$ cat src/sv/obv_pkg.sv
// ----------------------------------------------------------------------------
// obv_pkg
// Shared types and constants for the OSC bundle validator: beat payloads,
// parse phases and the bundle tag table.
// ----------------------------------------------------------------------------
`default_nettype none

package obv_pkg;

    // Default sizing
    localparam int unsigned MAX_DEPTH_DEF        = 8;
    localparam int unsigned MAX_PACKET_BYTES_DEF = 65536;

    // Format constants
    localparam int unsigned TAG_LEN        = 8;
    localparam int unsigned SIZE_LEN       = 4;
    localparam int unsigned MIN_BUNDLE_LEN = 16;
    localparam logic [7:0]  CH_HASH        = 8'h23;  // '#'
    localparam logic [7:0]  CH_SLASH       = 8'h2F;  // '/'
    localparam logic [1:0]  ALIGN_MASK     = 2'h3;

    // Parse phase
    typedef enum logic [2:0] {
        PH_TAG,
        PH_TIME,
        PH_SIZE,
        PH_FIRST,
        PH_BODY
    } t_phase;

    // Input beat: one packet byte
    typedef struct packed {
        logic [7:0] data_byte;
        logic       is_last;
    } t_in_beat;

    // Output beat: one verdict per packet
    typedef struct packed {
        logic valid_res;
        logic depth_exceeded;
    } t_out_beat;

    // "#bundle\0"
    function automatic logic [7:0] f_tag_byte(input logic [2:0] idx);
        logic [7:0] ch;
        case (idx)
            3'd0:    ch = 8'h23;
            3'd1:    ch = 8'h62;
            3'd2:    ch = 8'h75;
            3'd3:    ch = 8'h6E;
            3'd4:    ch = 8'h64;
            3'd5:    ch = 8'h6C;
            3'd6:    ch = 8'h65;
            default: ch = 8'h00;
        endcase
        return ch;
    endfunction

endpackage

`default_nettype wire

$ cat src/sv/obv_parser.sv
// ----------------------------------------------------------------------------
// obv_parser
// Byte-at-a-time bundle parser. Holds the parse state and the stack of open
// nested-bundle end offsets, and gives the packet verdict on the last byte.
// ----------------------------------------------------------------------------
`default_nettype none

module obv_parser
    import obv_pkg::*;
#(
    parameter int unsigned MAX_DEPTH        = MAX_DEPTH_DEF,
    parameter int unsigned MAX_PACKET_BYTES = MAX_PACKET_BYTES_DEF
) (
    input  wire logic      i_clk,
    input  wire logic      i_rst_n,
    input  wire logic      i_step,
    input  wire t_in_beat  i_beat,
    output t_out_beat      o_res
);

    localparam int unsigned OW = $clog2(MAX_PACKET_BYTES + 1);
    localparam int unsigned LW = $clog2(MAX_DEPTH + 1);
    localparam int unsigned SW = (MAX_DEPTH > 1) ? $clog2(MAX_DEPTH) : 1;
    localparam logic [OW-1:0] MAX_OFF = OW'(MAX_PACKET_BYTES);
    localparam logic [LW-1:0] DEPTH_V = LW'(MAX_DEPTH);

    // State
    logic [OW-1:0] r_off,   n_off;
    t_phase        r_phase, n_phase;
    logic [2:0]    r_cnt,   n_cnt;
    logic [31:0]   r_acc,   n_acc;
    logic [LW-1:0] r_level, n_level;
    logic          r_err,   n_err;
    logic          r_ovf,   n_ovf;
    logic [OW-1:0] r_stack [MAX_DEPTH];
    logic          push;

    // Derived values
    logic [OW-1:0] nxt;
    logic [LW-1:0] lvl_m1;
    logic [SW-1:0] top_idx;
    logic [SW-1:0] push_idx;
    logic [OW-1:0] limit;
    logic [31:0]   sz;
    logic [31:0]   elem_end;
    logic [31:0]   room;
    logic [LW-1:0] pop_level;
    logic          ok;

    assign nxt      = r_off + OW'(1);
    assign lvl_m1   = r_level - LW'(1);
    assign top_idx  = lvl_m1[SW-1:0];
    assign push_idx = r_level[SW-1:0];
    assign limit    = (r_level != '0) ? r_stack[top_idx] : MAX_OFF;
    assign sz       = {r_acc[23:0], i_beat.data_byte};
    assign elem_end = 32'(nxt) + {1'b0, sz[30:0]};
    assign room     = r_acc - 32'(r_off);

    // Close every open bundle whose end is the next offset (top-down run)
    always_comb begin
        pop_level = '0;
        for (int k = 0; k < MAX_DEPTH; k++) begin
            if ((LW'(k) < r_level) && (r_stack[k] != nxt)) begin
                pop_level = LW'(k + 1);
            end
        end
    end

    // Next state for one byte
    always_comb begin
        n_off   = r_off;
        n_phase = r_phase;
        n_cnt   = r_cnt;
        n_acc   = r_acc;
        n_level = r_level;
        n_err   = r_err;
        n_ovf   = r_ovf;
        push    = 1'b0;

        if (!r_err) begin
            if (r_off >= MAX_OFF) begin
                n_err = 1'b1;
            end else begin
                n_off = nxt;
                case (r_phase)
                    PH_TAG: begin
                        if (i_beat.data_byte != f_tag_byte(r_cnt)) begin
                            n_err = 1'b1;
                        end else if (r_cnt == 3'(TAG_LEN - 1)) begin
                            n_phase = PH_TIME;
                            n_cnt   = '0;
                        end else begin
                            n_cnt = r_cnt + 3'd1;
                        end
                    end
                    PH_TIME: begin
                        if (r_cnt == 3'(TAG_LEN - 1)) begin
                            n_level = pop_level;
                            n_phase = PH_SIZE;
                            n_cnt   = '0;
                        end else begin
                            n_cnt = r_cnt + 3'd1;
                        end
                    end
                    PH_SIZE: begin
                        n_acc = sz;
                        if (r_cnt == 3'(SIZE_LEN - 1)) begin
                            if ((sz == '0) || sz[31] || ((sz[1:0] & ALIGN_MASK) != '0)) begin
                                n_err = 1'b1;
                            end else if (elem_end > 32'(limit)) begin
                                n_err = 1'b1;
                            end else begin
                                n_acc   = elem_end;
                                n_phase = PH_FIRST;
                                n_cnt   = '0;
                            end
                        end else begin
                            n_cnt = r_cnt + 3'd1;
                        end
                    end
                    PH_FIRST: begin
                        if (i_beat.data_byte == CH_HASH) begin
                            if (room < 32'(MIN_BUNDLE_LEN)) begin
                                n_err = 1'b1;
                            end else if (r_level >= DEPTH_V) begin
                                n_ovf = 1'b1;
                                n_err = 1'b1;
                            end else begin
                                push    = 1'b1;
                                n_level = r_level + LW'(1);
                                n_phase = PH_TAG;
                                n_cnt   = 3'd1;
                            end
                        end else if (i_beat.data_byte == CH_SLASH) begin
                            if (32'(nxt) == r_acc) begin
                                n_level = pop_level;
                                n_phase = PH_SIZE;
                                n_cnt   = '0;
                            end else begin
                                n_phase = PH_BODY;
                            end
                        end else begin
                            n_err = 1'b1;
                        end
                    end
                    PH_BODY: begin
                        if (32'(nxt) == r_acc) begin
                            n_level = pop_level;
                            n_phase = PH_SIZE;
                            n_cnt   = '0;
                        end
                    end
                    default: begin
                        n_err = 1'b1;
                    end
                endcase
            end
        end
    end

    // Verdict from the state after this byte
    assign ok = !n_err && (n_off >= OW'(MIN_BUNDLE_LEN)) && ((n_off[1:0] & ALIGN_MASK) == '0)
                && (n_level == '0) && (n_phase == PH_SIZE) && (n_cnt == '0);

    assign o_res.valid_res      = ok;
    assign o_res.depth_exceeded = n_ovf;

    // Control state; cleared after the last byte of each packet
    always_ff @(posedge i_clk) begin
        if (!i_rst_n) begin
            r_off   <= '0;
            r_phase <= PH_TAG;
            r_cnt   <= '0;
            r_acc   <= '0;
            r_level <= '0;
            r_err   <= 1'b0;
            r_ovf   <= 1'b0;
        end else if (i_step) begin
            if (i_beat.is_last) begin
                r_off   <= '0;
                r_phase <= PH_TAG;
                r_cnt   <= '0;
                r_acc   <= '0;
                r_level <= '0;
                r_err   <= 1'b0;
                r_ovf   <= 1'b0;
            end else begin
                r_off   <= n_off;
                r_phase <= n_phase;
                r_cnt   <= n_cnt;
                r_acc   <= n_acc;
                r_level <= n_level;
                r_err   <= n_err;
                r_ovf   <= n_ovf;
            end
        end
    end

    // End-offset stack; entries at or above the level are never read
    always_ff @(posedge i_clk) begin
        if (i_step && push) begin
            r_stack[push_idx] <= r_acc[OW-1:0];
        end
    end

endmodule

`default_nettype wire

$ cat src/sv/osc_bundle_validator_unit.sv
// ----------------------------------------------------------------------------
// osc_bundle_validator_unit
// OSC bundle checker: one packet byte per beat in, one pass/fail beat out
// per packet. Input register, single-pass parser, output register.
// ----------------------------------------------------------------------------
// Throughput: one byte per cycle when the input does not stall; the parser
// updates once per byte. The verdict is held in the output register.
// Input stalls only when a last byte waits on a full output register.
// Reset: synchronous, active low; returns the parser to the bundle-tag phase
// with an empty stack and drops both valid flags.
`default_nettype none

module osc_bundle_validator_unit
    import obv_pkg::*;
#(
    parameter int unsigned MAX_DEPTH        = MAX_DEPTH_DEF,
    parameter int unsigned MAX_PACKET_BYTES = MAX_PACKET_BYTES_DEF
) (
    input  wire logic      i_clk,
    input  wire logic      i_rst_n,
    input  wire logic      i_in_valid,
    output logic           o_in_ready,
    input  wire t_in_beat  i_in_beat,
    output logic           o_out_valid,
    input  wire logic      i_out_ready,
    output t_out_beat      o_out_beat
);

    logic      r_s_valid;
    t_in_beat  r_s_beat;
    logic      adv;
    t_out_beat res;
    logic      r_out_valid;
    t_out_beat r_out_beat;

    // Stage advances unless a verdict would land on a full output register
    assign adv        = r_s_valid && (!r_s_beat.is_last || !r_out_valid || i_out_ready);
    assign o_in_ready = !r_s_valid || adv;

    // Input register
    always_ff @(posedge i_clk) begin
        if (!i_rst_n) begin
            r_s_valid <= 1'b0;
        end else if (o_in_ready) begin
            r_s_valid <= i_in_valid;
        end
    end

    always_ff @(posedge i_clk) begin
        if (o_in_ready && i_in_valid) begin
            r_s_beat <= i_in_beat;
        end
    end

    // Parser
    obv_parser #(
        .MAX_DEPTH        (MAX_DEPTH),
        .MAX_PACKET_BYTES (MAX_PACKET_BYTES)
    ) u_parser (
        .i_clk   (i_clk),
        .i_rst_n (i_rst_n),
        .i_step  (adv),
        .i_beat  (r_s_beat),
        .o_res   (res)
    );

    // Output register
    always_ff @(posedge i_clk) begin
        if (!i_rst_n) begin
            r_out_valid <= 1'b0;
        end else if (adv && r_s_beat.is_last) begin
            r_out_valid <= 1'b1;
        end else if (i_out_ready) begin
            r_out_valid <= 1'b0;
        end
    end

    always_ff @(posedge i_clk) begin
        if (adv && r_s_beat.is_last) begin
            r_out_beat <= res;
        end
    end

    assign o_out_valid = r_out_valid;
    assign o_out_beat  = r_out_beat;

    // Checks
    a_verdict_consistent: assert property (@(posedge i_clk) disable iff (!i_rst_n)
        o_out_valid |-> !(o_out_beat.valid_res && o_out_beat.depth_exceeded))
        else $error("packet passed with depth exceeded");

    a_last_gives_verdict: assert property (@(posedge i_clk) disable iff (!i_rst_n)
        (adv && r_s_beat.is_last) |=> o_out_valid)
        else $error("last byte produced no verdict beat");

    a_stage_holds: assert property (@(posedge i_clk) disable iff (!i_rst_n)
        (r_s_valid && !adv) |=> (r_s_valid && $stable(r_s_beat)))
        else $error("stalled input stage lost its byte");

endmodule

`default_nettype wire

$ cat config.mk
export PLATFORM = sky130hd
export DESIGN_NAME = osc_bundle_validator_unit
export DESIGN_NICKNAME = d
export VERILOG_FILES = /design/src/sv/obv_pkg.sv /design/src/sv/obv_parser.sv /design/src/sv/osc_bundle_validator_unit.sv
export SDC_FILE = /design/constraint.sdc
export NUM_CORES = 1
export LEC_CHECK = 0
export BUFFER_PORTS_ARGS = -buffer_cell sky130_fd_sc_hd__buf_4
export CORE_MARGIN = 5
export CORE_UTILIZATION = 35
export CTS_CLUSTER_SIZE = 25
export DETAILED_ROUTE_END_ITERATION = 16
export GPL_ROUTABILITY_DRIVEN = 0
export GPL_TIMING_DRIVEN = 0
export HOLD_SLACK_MARGIN = 0.12
export PLACE_DENSITY = 0.58
export SYNTH_ARGS = -nofsm -noshare
export SYNTH_HDL_FRONTEND = slang
export SYNTH_SLANG_ARGS = --single-unit
export TNS_END_PERCENT = 10
$ cat constraint.sdc
create_clock -name i_clk -period 7 [get_ports i_clk]
set_clock_uncertainty 0.15 [all_clocks]
set_input_delay 0 -clock i_clk [delete_from_list [all_inputs] [get_ports i_clk]]
set_output_delay 0 -clock i_clk [all_outputs]
set_load 0.05 [all_outputs]
## Word level (Yosys, flattened, before mapping)

Memories as Yosys holds them, arrays and structs flattened.
Cells that the tools add are included.

- Register bits after elaboration: 74
- Bits in latches: 0
- Memory bits (writable): 136
- Bits in read-only memories: 0
- Input bits: 13
- Output and inout port bits: 4
- Memories: 1

Memory list:

| name | depth | bits a word | read ports | clocked after memory_dff | write ports | line | source |
|---|---|---|---|---|---|---|---|
| u_parser.r_stack | 8 | 17 | 9 | 0 | 1 | obv_parser.sv:35 | `logic [OW-1:0] r_stack [MAX_DEPTH];` |

- Add/subtract/negate cells: 6
- Multiply operators: 0
- Div/mod/pow operators: 0
- Order comparisons: 13
- Equality and inequality tests: 26
- Shifts and indexed selects: 0
- Multiplexer cells: 92
- Bitwise gates (word level): 0
- Reductions and logical operators: 38

Operators by type and width:

| kind | count |
|---|---|
| 32-bit 2-to-1 mux | 7 |
| 17-bit != test | 8 |
| 3-bit 2-to-1 mux | 28 |
| 17-bit 2-to-1 mux | 4 |
| 4-bit 2-to-1 mux | 16 |
| 7-bit one-hot mux with 7 select lines | 1 |
| 17-bit by 31-bit adder with 32-bit output | 1 |
| 17-bit by 32-bit == test with 1-bit output | 1 |
| 32-bit by 17-bit > comparator with 1-bit output | 1 |
| 32-bit logical NOT | 1 |
| 32-bit by 5-bit less-than comparator with 1-bit output, second input constant | 1 |
| 32-bit by 17-bit subtractor with 32-bit output | 1 |
| 3-bit one-hot mux with 5 select lines | 2 |
| 1-bit 2-to-1 mux | 29 |
| 8-bit 2-to-1 mux | 3 |
| 17-bit by 1-bit adder with 17-bit output, second input constant | 1 |
| 17-bit greater-or-equal comparator, second input constant | 1 |
| 17-bit by 5-bit greater-or-equal comparator with 1-bit output, second input constant | 1 |
| 1-bit logical AND | 17 |
| 8-bit by 6-bit == test with 1-bit output, second input constant | 2 |
| 3-bit by 4-bit less-than comparator with 1-bit output, first input constant | 4 |
| 3-bit by 2-bit == test with 1-bit output, second input constant | 5 |
| 3-bit == test, second input constant | 5 |
| 4-bit one-hot mux with 3 select lines | 1 |
| 19 further kinds | 34 |

## Longest topological paths before layout

Gate-level depths: netlist (run 1).

- Depth after elaboration: 21
- Mapped depth: 28
- Mapped depth without buffers: 25

## Hierarchy

Synthesis (run 1) repeated with hierarchy kept, for this count alone.

- Cells, all modules: 1692
- Area, all modules: 16191.8 µm²

By module, submodules not included:

| module | instances | cells an instance | area each (µm²) |
|---|---|---|---|
| obv_parser | 1 | 1669 | 15743.8 |
| osc_bundle_validator_unit | 1 | 23 | 447.9 |

## Least setup slack after synthesis (run 1)

No wires, ideal clock.

- Path kind: reg2reg
- Start: register u_parser.r_off[1]
- End: register r_out_beat, in the netlist o_out_beat[1] (data pin)
- Arrival: 6369 ps
- Data required time: 6594 ps
- Slack: 225 ps
- Stages on the path, launching flop included: 27
- Path buffers: 2
- Period minus slack after synthesis: 6775 ps
- Cells stage by stage: dfxtp_1 ha_1 clkbuf_1 nand3_1 nor4_4 xnor2_1 inv_1 ha_1 clkbuf_1 inv_1 a211oi_1 a21oi_1 nor2_1 nor2_1 xnor2_1 ha_1 nand4_1 nor4_1 nand2_1 a2111oi_0 nand4_1 a2111o_1 or4_4 or4_1 o211ai_1 nor4_1 and4_1

- Longest elaborated chain between the ends: 21
- Elaborated cells on any way between the ends: 81

RTL lines:

| item | line | source |
|---|---|---|
| start: declaration | obv_parser.sv:28 | `logic [OW-1:0] r_off, n_off;` |
| start signal: assignment | obv_parser.sv:188 | `r_off <= n_off;` |
| branches (longest 20 deep; another with 17-bit by 31-bit adder with 32-bit output) | -- |  |
| 1-bit logical AND * | obv_parser.sv:163 | `&& (n_level == '0) && (n_phase == PH_SIZE) && (n_cnt == '0);` |
| net u_parser.ok | obv_parser.sv:48 | `logic ok;` |
| end signal: assignment | osc_bundle_validator_unit.sv:80 | `r_out_beat <= res;` |
| end: declaration | osc_bundle_validator_unit.sv:34 | `t_out_beat r_out_beat;` |

Mark *: on every way through the listed nets, which the timed path passes.
A chain may end at the register's enable or synchronous reset.

## Final worst setup path (run 1)

- Start: register u_parser.r_level[0]
- End: register r_out_beat, in the netlist o_out_beat[1] (data pin)

- Longest elaborated chain between the ends: 20
- Elaborated cells on any way between the ends: 76

RTL lines:

| item | line | source |
|---|---|---|
| start: declaration | obv_parser.sv:32 | `logic [LW-1:0] r_level, n_level;` |
| start signal: assignment | obv_parser.sv:192 | `r_level <= n_level;` |
| branches (longest 19 deep; another with 32-bit by 17-bit > comparator with 1-bit output) | -- |  |
| 1-bit logical AND * | obv_parser.sv:163 |  |
| net u_parser.ok | obv_parser.sv:48 |  |

Marks and branches as above.

==> metrics.txt, run 1 <==
post-synthesis simple-gate area fraction 19.3%; Max-cap violations 0; # DRC 0; worst hold path class in2reg; mux contribution to synthesized area 7.83%; Final ANT Viol Nets 0; CTS tree done; clock root cell clkbuf_16; area delta synth->final 18.3%; Post-Place Cell Area 0.0174 mm2; clk_lat worst skew 0.57 ns; GRT overflow 0; headroom to the max-slew limit 10.9%; crit end category register; syn nets 1,815; register area share after synthesis 34.7%; max-slew violations 0; Num CTS Buffers 25; critical path arrival 6.96 ns; wire per inst 26.2 um; largest family of logic cells by synthesized area simple AND/OR/NAND/NOR gates; maximum vdd drop 133 uV; standard cell core area 0.0464 mm2; Synth cell types 95; port buffer count 15; Critical Path Source Type register; first-pass GRT wire length 93.5 mm; Worst Tran Pin Value 1.34 ns; final core occ 41.7%; FF+latch count, synth 210; post-route cell area 0.0193 mm2; layout cells sized above 1 14.8%; deepest clock path buffer count 3; Cell Area, Synth 0.0163 mm2; Synth async-reset ratio 0%; nets@finish 1,907; diodes inserted 0; gate count of the mapped netlist 1,736; I/O Pins 17; Tot Pwr 2890 uW; Post-Synth XOR/XNOR Area 11.3%; std cell rows 79; Setup CP Type reg2reg; Min Hold Slack 0.214 ns; pwr dens 150 mW/mm2; total clock sinks 210; Warnings, synthesis 0; synthesized area per cell 9.41 um2; final setup vio count 0; Compound-Gate Fraction of Synth Area 17.5%; leakage power 0.00693 uW; vias in the first global route 14,200; final hold vios 0; drt first pass iters 8; H-tree level count 1; worst-path fanout max 10; Routed WL 64.4 mm; CTS clock-pin slew for the worst setup and hold paths 0.06 ns; largest net degree at the start of global routing 18; Synth Flop Type edfxtp_1; 1st-iter DRT viols 2,169; area share of fa/ha/maj cells after synthesis 5.16%; critical path required time 7.15 ns; GRT Util Overall 24.1%; fmax 0.147 GHz; outcome complete, no violations; starting density of the core 35.2%; via-per-instance ratio 6.33; initial antenna violation count 0; fin crit share 97.2%; Post-synth EDFFs 147; Vias 15,500; DP HPWL 48.8 mm; Final Critical Period 6.80 ns; die width 226 um; Die Span Y 226 um; die area 0.0511 mm2
[cell families after synthesis]
logic type               count (synthesis)
AND/OR/NAND/NOR                        592
AO/OA/AOI/OAI                          431
flip-flops                             210
XOR/XNOR                               177
buffers and inverters                  176
multiplexers                            83
adder cells (fa/ha/maj)                 67
[area by class of cell]
| cell class | instances | area, um2 |
|---|---|---|
| repair buffers | 76 | 736 |
| clock inverters | 11 | 140 |
| well taps | 607 | 759 |
| fillers | 4426 | 27000 |
| plain buffers | 98 | 475 |
| multi-input cells | 1350 | 10500 |
| flip-flops and latches | 210 | 5680 |
| inverters | 67 | 260 |
| clock buffers | 35 | 733 |
[placed cells by master (no fill, tap or decap), types with 38 or more instances in the layout]
master and instances:
edfxtp_1 147, nand2_1 128, xnor2_1 105, nor2_1 100, o21ai_0 100, a21oi_1 79
nand3_1 73, clkbuf_1 60, inv_1 60, dfxtp_1 60, ha_1 56, buf_4 48
nor2b_1 44, xor2_1 38
[cells in the mapped netlist, drive strengths merged, types with 19 or more instances]
cell type    n  area, um2
and2        29        181
mux2i       30        300
mux2        19        214
buf         33        149
xor2        39        342
a22oi       24        180
ha          65        813
inv         65        244
nor4        43        309
o21ai      110        551
clkbuf      76        288
mux4        34        766
xnor3       21        473
nor2b       44        275
nand2      130        490
xnor2      117       1020
nand3       74        370
a21oi       85        429
nand4       36        238
nor3        33        165
o211ai      23        173
edfxtp     147       4410
nor2       112        439
dfxtp       63       1260
[critical path, cell delays in order (launching register included)]
cell       delay [ns]
dfxtp_1          0.36
clkbuf_2         0.28
buf_4            0.34
inv_1            0.17
ha_4             0.47
buf_4            0.33
clkbuf_4         0.37
mux4_2           0.34
mux2_2           0.34
nand2_1          0.10
ha_1             0.15
nand4_1          0.15
nor4_2           0.34
nand2_1          0.19
a2111oi_4        0.34
nand4_1          0.13
a2111o_1         0.40
or4_4            0.54
or4_1            0.48
o211ai_1         0.16
nor4_2           0.10
and4_1           0.25
[state kept, by name, indices dropped and copies added, names as in the netlist]
name / count
u_parser.r_off: 17
r_s_beat: 9
u_parser.r_level: 4
o_out_beat: 2
u_parser.r_ovf: 1
r_s_valid: 1
u_parser.r_cnt: 3
u_parser.r_err: 1
u_parser.r_stack: 136
u_parser.r_acc: 32
u_parser.r_phase: 3
o_out_valid: 1
[report_power, final]
group | switching (uW) | internal [uW]
Clock | 571 | 840
Combinational | 92.0 | 62.6
Sequential | 9.51 | 1320
Total | 672 | 2220
[metal layers]
metal  vias to the layer above  wire length, um  GRT usage (%)  share of wire, %
li1                       6743                -              -                 -
met1                      7620            26300           33.4                41
met2                       951            28100           37.2                44
met3                       217             6750           5.29                10
met4                         0             3230           8.48               5.0
met5                         -                0              0                 0
[through the flow]
stage | std cells | TNS [ns] | worst slack, ns
after detailed placement | 2368 | -77.45 | -2.54
final | 2454 | 0 | 0.196
after global routing | 2454 | -0.0101 | -0.00896
after floorplan | 1736 | 0 | 0.225
after global placement | 2358 | -106.45 | -2.51
after CTS | 2438 | 0 | 0.00302
[worst paths after layout]
check	startpoint	to	slack [ns]	cells past startpoint
setup / recovery	u_parser.r_level[0]	o_out_beat[1]	0.20	21
hold / removal	i_out_ready	o_out_valid	0.21	4
setup reg to reg	u_parser.r_level[0]	o_out_beat[1]	0.20	21
hold reg to reg	u_parser.r_acc[24]	u_parser.r_acc[24]	0.43	2
[repair_timing]
| action | CTS | global route |
|---|---|---|
| resized for setup | 82 | 67 |
| endpoints found under the setup margin | 35 | 33 |
| setup buffers | 10 | 19 |
| pin swaps | 11 | 22 |
| endpoints found under the hold margin | 28 | 0 |
| gates cloned | 0 | 0 |
| hold buffers | 22 | 0 |
(Power assumes the default switching activity.)
==> inputs of run 2 (changes only) <==
--- a/config.mk
+++ b/config.mk
@@ -13,7 +13,7 @@
 export GPL_ROUTABILITY_DRIVEN = 0
 export GPL_TIMING_DRIVEN = 0
 export HOLD_SLACK_MARGIN = 0.12
-export PLACE_DENSITY = 0.58
+export PLACE_DENSITY = 0.56
 export SYNTH_ARGS = -nofsm -noshare
 export SYNTH_HDL_FRONTEND = slang
 export SYNTH_SLANG_ARGS = --single-unit
==> constraint.sdc (replaced) <==
create_clock -name i_clk -period 7.1 [get_ports i_clk]
set_clock_uncertainty 0.15 [all_clocks]
set_input_delay 0 -clock i_clk [delete_from_list [all_inputs] [get_ports i_clk]]
set_output_delay 0 -clock i_clk [all_outputs]
set_load 0.05 [all_outputs]
==> run 2 against run 1 <==
Effect of this change:
- core utilization increased by 0.097 points
- maximum frequency decreased by 2.9%
- register-to-register slack got worse by 0.10 ns
- count of clock-buffer cells in the layout increased by 1
- critical path depth unchanged
- worst setup slack got worse by 0.10 ns
- final cell count increased by 0.45%
- total power decreased by 0.99%
- routed wire length increased by 1.6%
- sequential cell count unchanged
- combinational power decreased by 3%
- clock power about the same
- critical path type unchanged
- largest cell class unchanged
==> metrics.txt, run 2 (synthesis gave the netlist of run 1 again) <==
Critical Path Source Type register; CTS tree done; I/O Pins 17 (unchanged); initial antenna violation count 2 (+2); clock root cell clkbuf_16; largest net degree at the start of global routing 18 (unchanged); total clock sinks 210 (unchanged); Flop pwr share 45.7% (-0.2 points); Worst Tran Pin Value 1.27 ns (-0.0665 ns); outcome complete, no violations; layout cells sized above 1 15.0% (+0.24 points); leakage power 0.00698 uW (+0.68%); clock power share 49.0% (+0.2 points); FILL cells 4,450 (+0.54%); Vias 15,400 (-0.54%); starting density of the core 35.2% (unchanged); r2r worst-path depth 21 (unchanged); Comb power frac 5.3% (about the same); top flop regs u_parser.r_stack: 136 flops, u_parser.r_acc: 32 flops, u_parser.r_off: 17 flops; deepest clock path buffer count 3 (unchanged); vias in the first global route 14,400 (+1.4%); Psw 652 uW (-3.0%); std cell rows 79 (unchanged); wire per inst 26.5 um (+1.2%); Biggest register u_parser.r_stack; # DRC 0 (unchanged); most common cell after layout, fill and taps aside edfxtp_1; clk_lat worst skew 0.56 ns (about the same); pwr dens 148 mW/mm2 (-1.2%); GRT Util Overall 24.7% (+0.60 points); worst-path fanout max 10 (unchanged); headroom to the max-slew limit 15.3% (+4.4 points); commonest cells after routing, fill and taps aside edfxtp_1, nand2_1, xnor2_1; DP HPWL 49.6 mm (+1.7%); Sw Share 22.8% (-0.47 points); critical path arrival 7.27 ns (+0.31 ns); Min-Delay Path Depth 4 (unchanged); Die Span Y 226 um (unchanged); CTS clock-pin slew for the worst setup and hold paths 0.06 ns (about the same); critical path required time 7.37 ns (+0.22 ns); 1st-iter DRT viols 2,046 (-5.7%); Fin Setup TNS 0 ns (unchanged); Max-cap violations 0 (unchanged); die area 0.0511 mm2 (unchanged); final setup vio count 0 (unchanged); final core occ 41.8% (+0.097 points); Final ANT Viol Nets 0 (unchanged); drt first pass iters 5 (-3); fmax 0.143 GHz (-2.9%); Cell Int Power 2210 uW (-0.38%); GRT overflow 0 (unchanged); standard cell core area 0.0464 mm2 (unchanged); fin crit share 98.7% (+1.5 points); via-per-instance ratio 6.27 (-0.98%); diodes inserted 0 (unchanged); crit end category register; Num CTS Buffers 26 (+4.0%); final hold vios 0 (unchanged); port buffer count 15 (unchanged); Final Critical Period 7.01 ns (+0.204 ns); H-tree level count 1 (unchanged); Routed WL 65.4 mm (+1.6%); nets@finish 1,917 (+0.52%); first-pass GRT wire length 95.4 mm (+2.0%); area delta synth->final 18.6%; worst hold path class in2reg; max FFs per register 136 (unchanged); Setup CP Type reg2reg; max-slew violations 0 (unchanged); die width 226 um (unchanged); maximum vdd drop 176 uV (+32%)
[run 2: final timing paths]
path	startpoint	end	slack (ns)
max	u_parser.r_level[0]	o_out_beat[1]	0.09
min	i_out_ready	o_out_valid	0.21
max reg2reg	u_parser.r_level[0]	o_out_beat[1]	0.09
min reg2reg	u_parser.r_acc[24]	u_parser.r_acc[24]	0.42
[run 2: area by class of cell]
type	count	area, um2	area share (%)
multi-input cells	1350	10500	54.4
flip-flops and latches	210	5690	29.3
clock inverters	12	164	0.846
well taps	607	759	3.92
inverters	67	260	1.34
clock buffers	36	719	3.71
plain buffers	98	464	2.40
repair buffers	85	781	4.03
[run 2: metrics by stage]
step	total power [uW]	hold WS (ns)	worst slack [ns]	cell area, um2	instances
after floorplan	1420	-0.0511	0.325	16300	1736
after global placement	1460	0.0287	-2.53	17200	2358
after detailed placement	1470	0.0296	-2.61	17400	2370
after CTS	2870	0.181	0.0398	18900	2445
after global routing	2940	0.243	-0.0144	19400	2465
final	2860	0.207	0.0922	19400	2465
[run 2: worst max-delay path: stages (launching register included)]
cell and delay [ns]:
dfxtp_1 0.36, clkbuf_2 0.28, buf_4 0.35, inv_1 0.18, ha_4 0.21, xor2_2 0.73
clkbuf_2 0.56, o21ai_0 0.22, o22ai_1 0.49, ha_1 0.26, nand3_1 0.08, nor2_1 0.15
nand2_1 0.16, a2111oi_4 0.40, nand4_1 0.13, a2111o_1 0.41, or4_4 0.62, nor3b_4 0.19
nor4_1 0.29, o22ai_1 0.15, nor2_1 0.19, and4_1 0.26
[run 2: power groups by stage]
stage / clock (uW) / combinational, uW / sequential, uW
2_1_floorplan: 0 / 84.4 / 1330
3_3_place_gp: 0 / 130 / 1330
3_5_place_dp: 0 / 131 / 1330
4_1_cts: 1420 / 143 / 1310
5_1_grt: 1470 / 162 / 1310
6_report: 1400 / 151 / 1310
[run 2: layer usage]
| layer | share of wire [%] | global-route usage [%] |
|---|---|---|
| met5 | 0 | 0 |
| met1 | 41 | 33.7 |
| met4 | 4.9 | 9.30 |
| met3 | 10 | 5.30 |
| met2 | 44 | 38.6 |
[run 2: what timing repair did]
| item | in CTS | in global routing |
|---|---|---|
| hold endpoints to repair | 28 | 0 |
| gates resized for setup | 74 | 75 |
| endpoints found under the setup margin | 35 | 32 |
| pin swaps | 8 | 19 |
| hold buffers | 22 | 0 |
| setup buffers | 12 | 24 |
==> inputs of run 3 (changes only) <==
--- a/config.mk
+++ b/config.mk
@@ -13,6 +13,7 @@
 export GPL_ROUTABILITY_DRIVEN = 0
 export GPL_TIMING_DRIVEN = 0
 export HOLD_SLACK_MARGIN = 0.12
+export MAX_ROUTING_LAYER = met4
 export PLACE_DENSITY = 0.56
 export SYNTH_ARGS = -nofsm -noshare
 export SYNTH_HDL_FRONTEND = slang
==> run 3 against run 2 <==
Effect of this change:
- die area did not move
- worst setup slack got worse by 0.031 ns
- sequential power barely moved
- first-iteration DRC count rose by 2.2%
- global-route usage rose by 0.74 points
- sequential cell count did not move
- hold slack improved by 0.0054 ns
- clock power barely moved
- core utilization barely moved
- critical path depth did not move
- total power barely moved
- routed wire length fell by 0.14%
- critical endpoint unchanged
- largest power group unchanged
==> metrics.txt, run 3 (synthesis gave the netlist of run 1 again) <==
outcome complete, no violations; Inst Count DP 2,370 (unchanged); crit end category register; CTS tree done; wire per inst 26.5 um (about the same); fmax 0.142 GHz (-0.44%); worst hold path class in2reg; GRT Util Overall 25.4% (+0.74 points); commonest cells after routing, fill and taps aside edfxtp_1, nand2_1, xnor2_1; Num CTS Buffers 26 (unchanged); setup ws final 0.0615 ns (-0.0307 ns); initial antenna violation count 2 (unchanged); via-per-instance ratio 6.26 (-0.12%); Final ANT Viol Nets 0 (unchanged); Max-cap violations 0 (unchanged); Critical Path Source Type register; layout cells sized above 1 15.0% (+0.024 points); clk_lat worst skew 0.56 ns (about the same); Biggest register u_parser.r_stack; Worst Tran Pin Value 1.25 ns (-0.0165 ns); total clock sinks 210 (unchanged); # DRC 0 (unchanged); leakage power 0.00696 uW (-0.16%); final setup vio count 0 (unchanged); vias in the first global route 14,400 (-0.021%); std cell rows 79 (unchanged); most common cell after layout, fill and taps aside edfxtp_1; headroom to the max-slew limit 16.4% (+1.1 points); port buffer count 15 (unchanged); worst-path fanout max 10 (unchanged); die width 226 um (unchanged); largest net degree at the start of global routing 18 (unchanged); Routed WL 65.3 mm (-0.14%); top flop regs u_parser.r_stack: 136 flops, u_parser.r_acc: 32 flops, u_parser.r_off: 17 flops; final hold vios 0 (unchanged); CTS clock-pin slew for the worst setup and hold paths 0.06 ns (about the same); drt first pass iters 5 (unchanged); nets@finish 1,914 (-0.16%); Fin Setup TNS 0 ns (unchanged); first-pass GRT wire length 95.6 mm (+0.19%); r2r endpoint o_out_beat[1]; maximum vdd drop 178 uV (+0.89%); deepest clock path buffer count 3 (unchanged); DP HPWL 49.6 mm (unchanged); 1st-iter DRT viols 2,091 (+2.2%); I/O Pins 17 (unchanged); Cell Count, Final, Fillers Out 2,462 (-0.12%); dpl ws -2.61 ns (unchanged); pwr dens 148 mW/mm2 (about the same); critical path arrival 7.30 ns (+0.03 ns); standard cell core area 0.0464 mm2 (unchanged); critical path required time 7.36 ns (about the same); CP startpoint u_parser.r_level[0]; H-tree level count 1 (unchanged); max-slew violations 0 (unchanged); Final Critical Period 7.04 ns (+0.0307 ns); r2r setup slk 0.06 ns (-0.03 ns); clock root cell clkbuf_16; die area 0.0511 mm2 (unchanged); Vias 15,400 (-0.25%); max FFs per register 136 (unchanged); Die Span Y 226 um (unchanged); Setup crit end o_out_beat[1]; r2r worst-path depth 21 (unchanged); Setup CP Type reg2reg; diodes inserted 0 (unchanged); area delta synth->final 18.6% (about the same); RR Startpoint u_parser.r_level[0]; GRT overflow 0 (unchanged); fin crit share 99.1% (+0.43 points); FILL cells 4,454 (+0.090%); starting density of the core 35.2% (unchanged)
run 3: changes by cell type in the layout (fill, tap and decap cells not counted), sizes merged:
cell    delta
clkbuf     +1
buf        -4
run 3: through the flow:
stage | util, % | hold slack, ns | total power (uW) | cell area, um2
finish | 41.8 | 0.212 | 2870 | 19400
floorplan | - | -0.0511 | 1420 | 16300
global route | 41.8 | 0.243 | 2940 | 19400
detailed placement | 37.6 | 0.0296 | 1470 | 17400
global placement | 37.1 | 0.0287 | 1460 | 17200
CTS | 40.7 | 0.181 | 2870 | 18900
run 3: worst min-delay path by stage:
stage | from | to | slack [ns] | cells after the start
final | i_out_ready | o_out_valid | 0.21 | 4
after global routing | i_out_ready | o_out_valid | 0.24 | 4
after CTS | i_out_ready | o_out_valid | 0.18 | 4
after detailed placement | i_in_beat[2] | r_s_beat[2] | 0.03 | 1
after global placement | i_in_beat[1] | r_s_beat[1] | 0.03 | 1
after floorplan | i_in_beat[0] | r_s_beat[0] | -0.05 | 0
run 3: area by class of cell:
type | instances | area (um2) | share of cell area (%)
inverter | 67 | 260 | 1.34
clock inverter | 12 | 164 | 0.846
timing repair buffer | 82 | 758 | 3.91
multi-input combinational | 1350 | 10600 | 54.5
buffer | 98 | 468 | 2.41
tap | 607 | 759 | 3.92
sequential | 210 | 5690 | 29.3
clock buffer | 36 | 719 | 3.71
run 3: repair_timing:
action | in CTS | in global routing
resized for setup | 74 | 80
buffers inserted | 12 | 21
pin swaps | 8 | 18
endpoints found under the hold margin | 28 | 0
endpoints found under the setup margin | 35 | 32
hold buffers | 22 | 0
run 3: worst max-delay path, stage by stage (launching register included):
cell       delay, ns
dfxtp_1         0.36
clkbuf_2        0.29
buf_4           0.35
inv_1           0.17
ha_4            0.21
xor2_2          0.74
clkbuf_2        0.55
o21ai_0         0.23
o22ai_1         0.54
ha_1            0.27
nand3_1         0.08
nor2_1          0.14
nand2_1         0.15
a2111oi_4       0.40
nand4_1         0.13
a2111o_1        0.41
or4_4           0.62
nor3b_4         0.19
nor4_1          0.29
o22ai_1         0.15
nor2_1          0.20
and4_1          0.25
run 3: per-layer routing:
metal | GRT usage, % | routed length (um) | vias to the layer above
met2 | 38.6 | 29000 | 860
li1 | - | - | 6746
met1 | 34.0 | 26900 | 7582
met3 | 4.78 | 6160 | 221
met5 | - | 0 | -
met4 | 9.35 | 3250 | 0
run 3: power by group:
group / internal (uW) / switching [uW] / leakage, uW
Clock: 851 / 554 / 0.000429
Combinational: 61.1 / 90.9 / 0.00466
Sequential: 1300 / 9.41 / 0.00188
Total: 2210 / 654 / 0.00696
